### src/rtl/core/sacl_pkg.sv
// shared types, constants and helpers of the set-associative lru tag store
package sacl_pkg;

  localparam int DEF_WAYS      = 8;
  localparam int DEF_MAX_SETS  = 2048;
  localparam int DEF_ADDR_BITS = 32;

  localparam int ADDR_W     = 32;
  localparam int TAG_W      = 32;
  localparam int STAMP_W    = 32;
  localparam int CNT_W      = 32;
  localparam int OFFSET_W   = 4;
  localparam int INDEX_W    = 4;
  localparam int SHAMT_W    = 5;
  localparam int WAY_OUT_W  = 3;
  localparam int CFG_IDX_W  = 1;
  localparam int CFG_DATA_W = 4;
  localparam int IN_DATA_W  = 32;
  localparam int OUT_DATA_W = 72;

  localparam logic [OFFSET_W-1:0] OFFSET_RST = 4'd4;
  localparam logic [INDEX_W-1:0]  INDEX_RST  = 4'd5;

  typedef enum logic [CFG_IDX_W-1:0] {
    CFG_OFFSET_BITS = 1'b0,
    CFG_INDEX_BITS  = 1'b1
  } cfg_reg_t;

  // one way of a set row, valid in the lowest bit
  typedef struct packed {
    logic [STAMP_W-1:0] stamp;
    logic [TAG_W-1:0]   tag;
    logic               valid;
  } entry_t;

  localparam int ENTRY_W = $bits(entry_t);

  // largest k with 2**k not above n
  function automatic int floor_log2(input int n);
    int k;
    k = 0;
    for (int i = 1; i < 31; i++) begin
      if ((64'd1 << i) <= 64'(n)) k = i;
    end
    return k;
  endfunction

endpackage

### src/rtl/core/sacl_way_sel.sv
// hit detection and lru victim choice over one set row
module sacl_way_sel import sacl_pkg::*; #(
  parameter int WAYS = DEF_WAYS,
  localparam int WAY_W = (WAYS > 1) ? $clog2(WAYS) : 1
) (
  input  logic [WAYS*ENTRY_W-1:0] row,
  input  logic [TAG_W-1:0]        tag,
  output logic                    hit,
  output logic [WAY_W-1:0]        way
);

  entry_t          ent [WAYS];
  logic [WAYS-1:0] match;
  logic [WAYS-1:0] vld;
  logic [WAYS-1:0] oldest;
  logic [WAYS-1:0] cand;

  for (genvar w = 0; w < WAYS; w++) begin : g_way
    assign ent[w]   = row[w*ENTRY_W +: ENTRY_W];
    assign vld[w]   = ent[w].valid;
    assign match[w] = ent[w].valid && (ent[w].tag == tag);
  end

  // way w is the victim if strictly older than every lower way and no newer than any higher one
  always_comb begin
    for (int w = 0; w < WAYS; w++) begin
      oldest[w] = 1'b1;
      for (int j = 0; j < WAYS; j++) begin
        if (j < w && !(ent[w].stamp < ent[j].stamp)) oldest[w] = 1'b0;
        if (j > w && !(ent[w].stamp <= ent[j].stamp)) oldest[w] = 1'b0;
      end
    end
  end

  assign hit = |match;

  always_comb begin
    if (hit) begin
      cand = match;
    end else if (!(&vld)) begin
      cand = ~vld;
    end else begin
      cand = oldest;
    end
    // lowest candidate wins
    way = '0;
    for (int w = WAYS - 1; w >= 0; w--) begin
      if (cand[w]) way = WAY_W'(w);
    end
  end

endmodule

### config.mk
export PLATFORM = sky130hd
export DESIGN_NAME = sacl_way_sel
export DESIGN_NICKNAME = d
export VERILOG_FILES = /design/src/rtl/core/sacl_pkg.sv /design/src/rtl/core/sacl_way_sel.sv
export SDC_FILE = /design/constraint.sdc
export NUM_CORES = 2
export LEC_CHECK = 0
export BUFFER_PORTS_ARGS = -buffer_cell sky130_fd_sc_hd__clkbuf_2
export CORE_AREA = 2 2 261 160
export DETAILED_ROUTE_END_ITERATION = 7
export DIE_AREA = 0 0 263 162
export PLACE_DENSITY = 0.88
export REMOVE_ABC_BUFFERS = 1
export SYNTH_ARGS = -nofsm -noshare
export SYNTH_HDL_FRONTEND = slang
export SYNTH_SLANG_ARGS = --single-unit
export TNS_END_PERCENT = 10
### constraint.sdc
create_clock -name vclk -period 6.52
set_input_delay 0.652 -clock vclk [all_inputs]
set_output_delay 0.652 -clock vclk [all_outputs]
set_load 0.01 [all_outputs]
==> summary.md <==
| Metric | Value |
|---|---|
| Sequential Area | `0 um^2` |
| Die H | `162 um` |
| Initial antenna violation count | `31` |
| Row count | `57` |
| Max cap viols | `1` |
| NetSw | `1.42 mW` |
| Dpl hpwl | `116 mm` |
| Hold_buf cts | `0` |
| Post-cts repair resize count | `0` |
| Element type at the critical path end | `primary output` |
| Leading post-synthesis cells by cell area | `ha_1 46%, a21oi_1 6.7%, xor2_1 6.2%, nand4_1 5.4%, inv_1 4.5%` |
| Final wirelength | `131 mm` |
| Drt first pass iters | `8` |
| Final Power | `2.18 mW` |
| Clock power share | `0%` |
| # DRC | `17` |
| CLK BUF | `0` |
| WL/cell | `31.1 um` |
| Top-count cell post-synth | `ha_1` |
| Setup total negative slack | `0 ns` |
| Startpoint types | `input pin` |
| Run status | `finished with violations` |
| Critical path required time | `5.87 ns` |
| RSZ-0062 raised after global routing | `no` |
| Period minus WS final | `5.31 ns` |
| Fin cells | `4210` |
| Power Density | `78.6 nW/um^2` |
| Antenna Violating Nets Remaining | `0` |
| Fillers | `3520` |
| Worst Path Arrival | `4.66 ns` |
| Die Area | `42600 um^2` |
| Synth top area share | `46.1%` |
| Failing checks | `design-rule violations, max-capacitance violations, max-slew violations` |
| Tcrit/Tclk final | `81.5%` |
| Reg power frac | `0%` |
| Final setup viols | `0` |
| Share of layout cells above drive strength 1 | `16.1%` |
| CP Max Fanout | `6` |
| Synth top cells by count | `896 x ha_1, 327 x a21oi_1, 292 x inv_1, 217 x nand2_1, 209 x nand4_1` |
| Sw Share | `65.0%` |
| I/O pins | `556` |
| Final Instance Area | `27700 um^2` |
| Gpl congestion | `1.32` |
| First-pass GRT wire length | `181 mm` |
| Vias per cell | `7.19` |
| Grt total ovfl | `0` |
| Worst-Margin Slew | `1.54 ns` |
| Nets | `5105` |
| Netlist cell types | `81` |
| Worst Hold Class | `input pin to primary output` |
| Max-slew headroom | `-4.05%` |
| Cell Area, Synth | `24300 um^2` |
| Starting Density | `60.7%` |
| Area leader, netlist | `ha_1` |
| Number of post-CTS setup repair buffers | `0` |
| Core area | `40100 um^2` |
| Seq/Total Area, Yosys | `0%` |
| Area delta synth->final | `13.8%` |
| Comb power frac | `100.0%` |
| Die X-Extent | `263 um` |
| Yosys warns | `0` |
| Drt first-iter violations | `4830` |
| Internal power | `0.763 mW` |
| Port Buffers | `556` |
| Pin count of the biggest net entering global routing | `11` |
| Placed Instances | `4186` |
| All-Layer GR Usage | `58.1%` |
| Seq cells | `0` |
| Via count | `30300` |
| Placed cell area | `27600 um^2` |
| Synth Instances | `3129` |
| Fin. Hold Viols | `0` |
| Final Max Slew Viols | `3` |
| Leak Pwr | `14.6 nW` |
| Vias in the first global route | `26800` |
| Avg Inst Size Synth | `7.78 um^2` |
| F_max | `188 MHz` |
| Worst VDD drop | `0.0649 mV` |
| Critical path class | `input pin to primary output` |
-- critical path: stages --
cell	delay (ns)
clkbuf_2	0.09
inv_1	0.16
ha_1	0.38
nand4_1	0.27
nor4bb_1	1.33
o31ai_1	0.23
a21oi_1	0.36
a2111oi_0	0.13
a41oi_1	0.39
o21a_2	0.18
nand2_1	0.07
a211oi_1	0.21
clkbuf_2	0.20
-- path summary, 6_finish.rpt --
| kind | start | to | slack (ns) | cells past startpoint |
|---|---|---|---|---|
| max | row[515] | way[2] | 1.21 | 13 |
| min | row[325] | way[1] | 1.96 | 6 |
-- power groups by stage --
stage | Clock [mW] | Combinational [mW] | Sequential, mW
after floorplan | 0 | 1.12 | 0
after global placement | 0 | 1.97 | 0
after detailed placement | 0 | 2.00 | 0
after CTS | 0 | 2.01 | 0
after global routing | 0.000000411 | 2.29 | 0
final | 0.00000000903 | 2.18 | 0
-- layout make-up --
cell class                      count  area, um^2  share of cell area [%]
Timing Repair Buffer              558        2800                    10.1
Inverter                          292        1100                    3.96
Antenna cell                       24        60.1                   0.217
Multi-Input combinational cell   2805       23100                    83.3
Tap cell                          531         664                    2.40
-- layout by cell type (no fill, tap or decap), drive strengths merged, types with 13 or more instances in the layout --
| cell type | n |
|---|---|
| ha | 896 |
| clkbuf | 556 |
| a21oi | 328 |
| inv | 292 |
| nand2 | 218 |
| nand4 | 214 |
| xor2 | 173 |
| o21ai | 125 |
| nor2 | 103 |
| nand3 | 103 |
| nor4 | 97 |
| xnor2 | 85 |
| a21o | 59 |
| nor3 | 42 |
| o211ai | 35 |
| a211oi | 30 |
| nor2b | 27 |
| and4 | 26 |
| diode | 24 |
| a221oi | 23 |
| a221o | 18 |
| a31oi | 16 |
| o31ai | 16 |
| or4 | 16 |
| o21a | 15 |
| nand2b | 14 |
| a2111oi | 13 |
-- per-layer routing --
layer  part of all wire (%)  up-vias  global-route usage, %
li1                       -    13100                      -
met1                     39    13600                   76.5
met2                     33     2990                   70.1
met3                     23      514                   40.8
met4                    5.0       30                   21.6
met5                   0.42        -                   5.86
-- stage by stage --
step	utilization, %	worst slack, ns	hold slack, ns
after detailed placement	69.0	1.66	1.93
after global placement	69.0	1.71	1.91
after CTS	69.0	1.63	1.93
after global routing	69.1	1.23	1.97
final	69.1	1.21	1.96
after floorplan	-	2.76	1.61
-- cells by family (layout without fill, tap and decap cells) --
logic type | count (synthesis) | after routing | share of synthesized area (%)
other cells | 0 | 24 | 0
fa+ha+maj | 896 | 896 | 46.1
simple gates | 912 | 912 | 20.5
xor+xnor | 258 | 258 | 9.29
buf+inv | 324 | 850 | 5.15
compound gates | 739 | 739 | 19.0
Power figures use the tool's default switching activity.
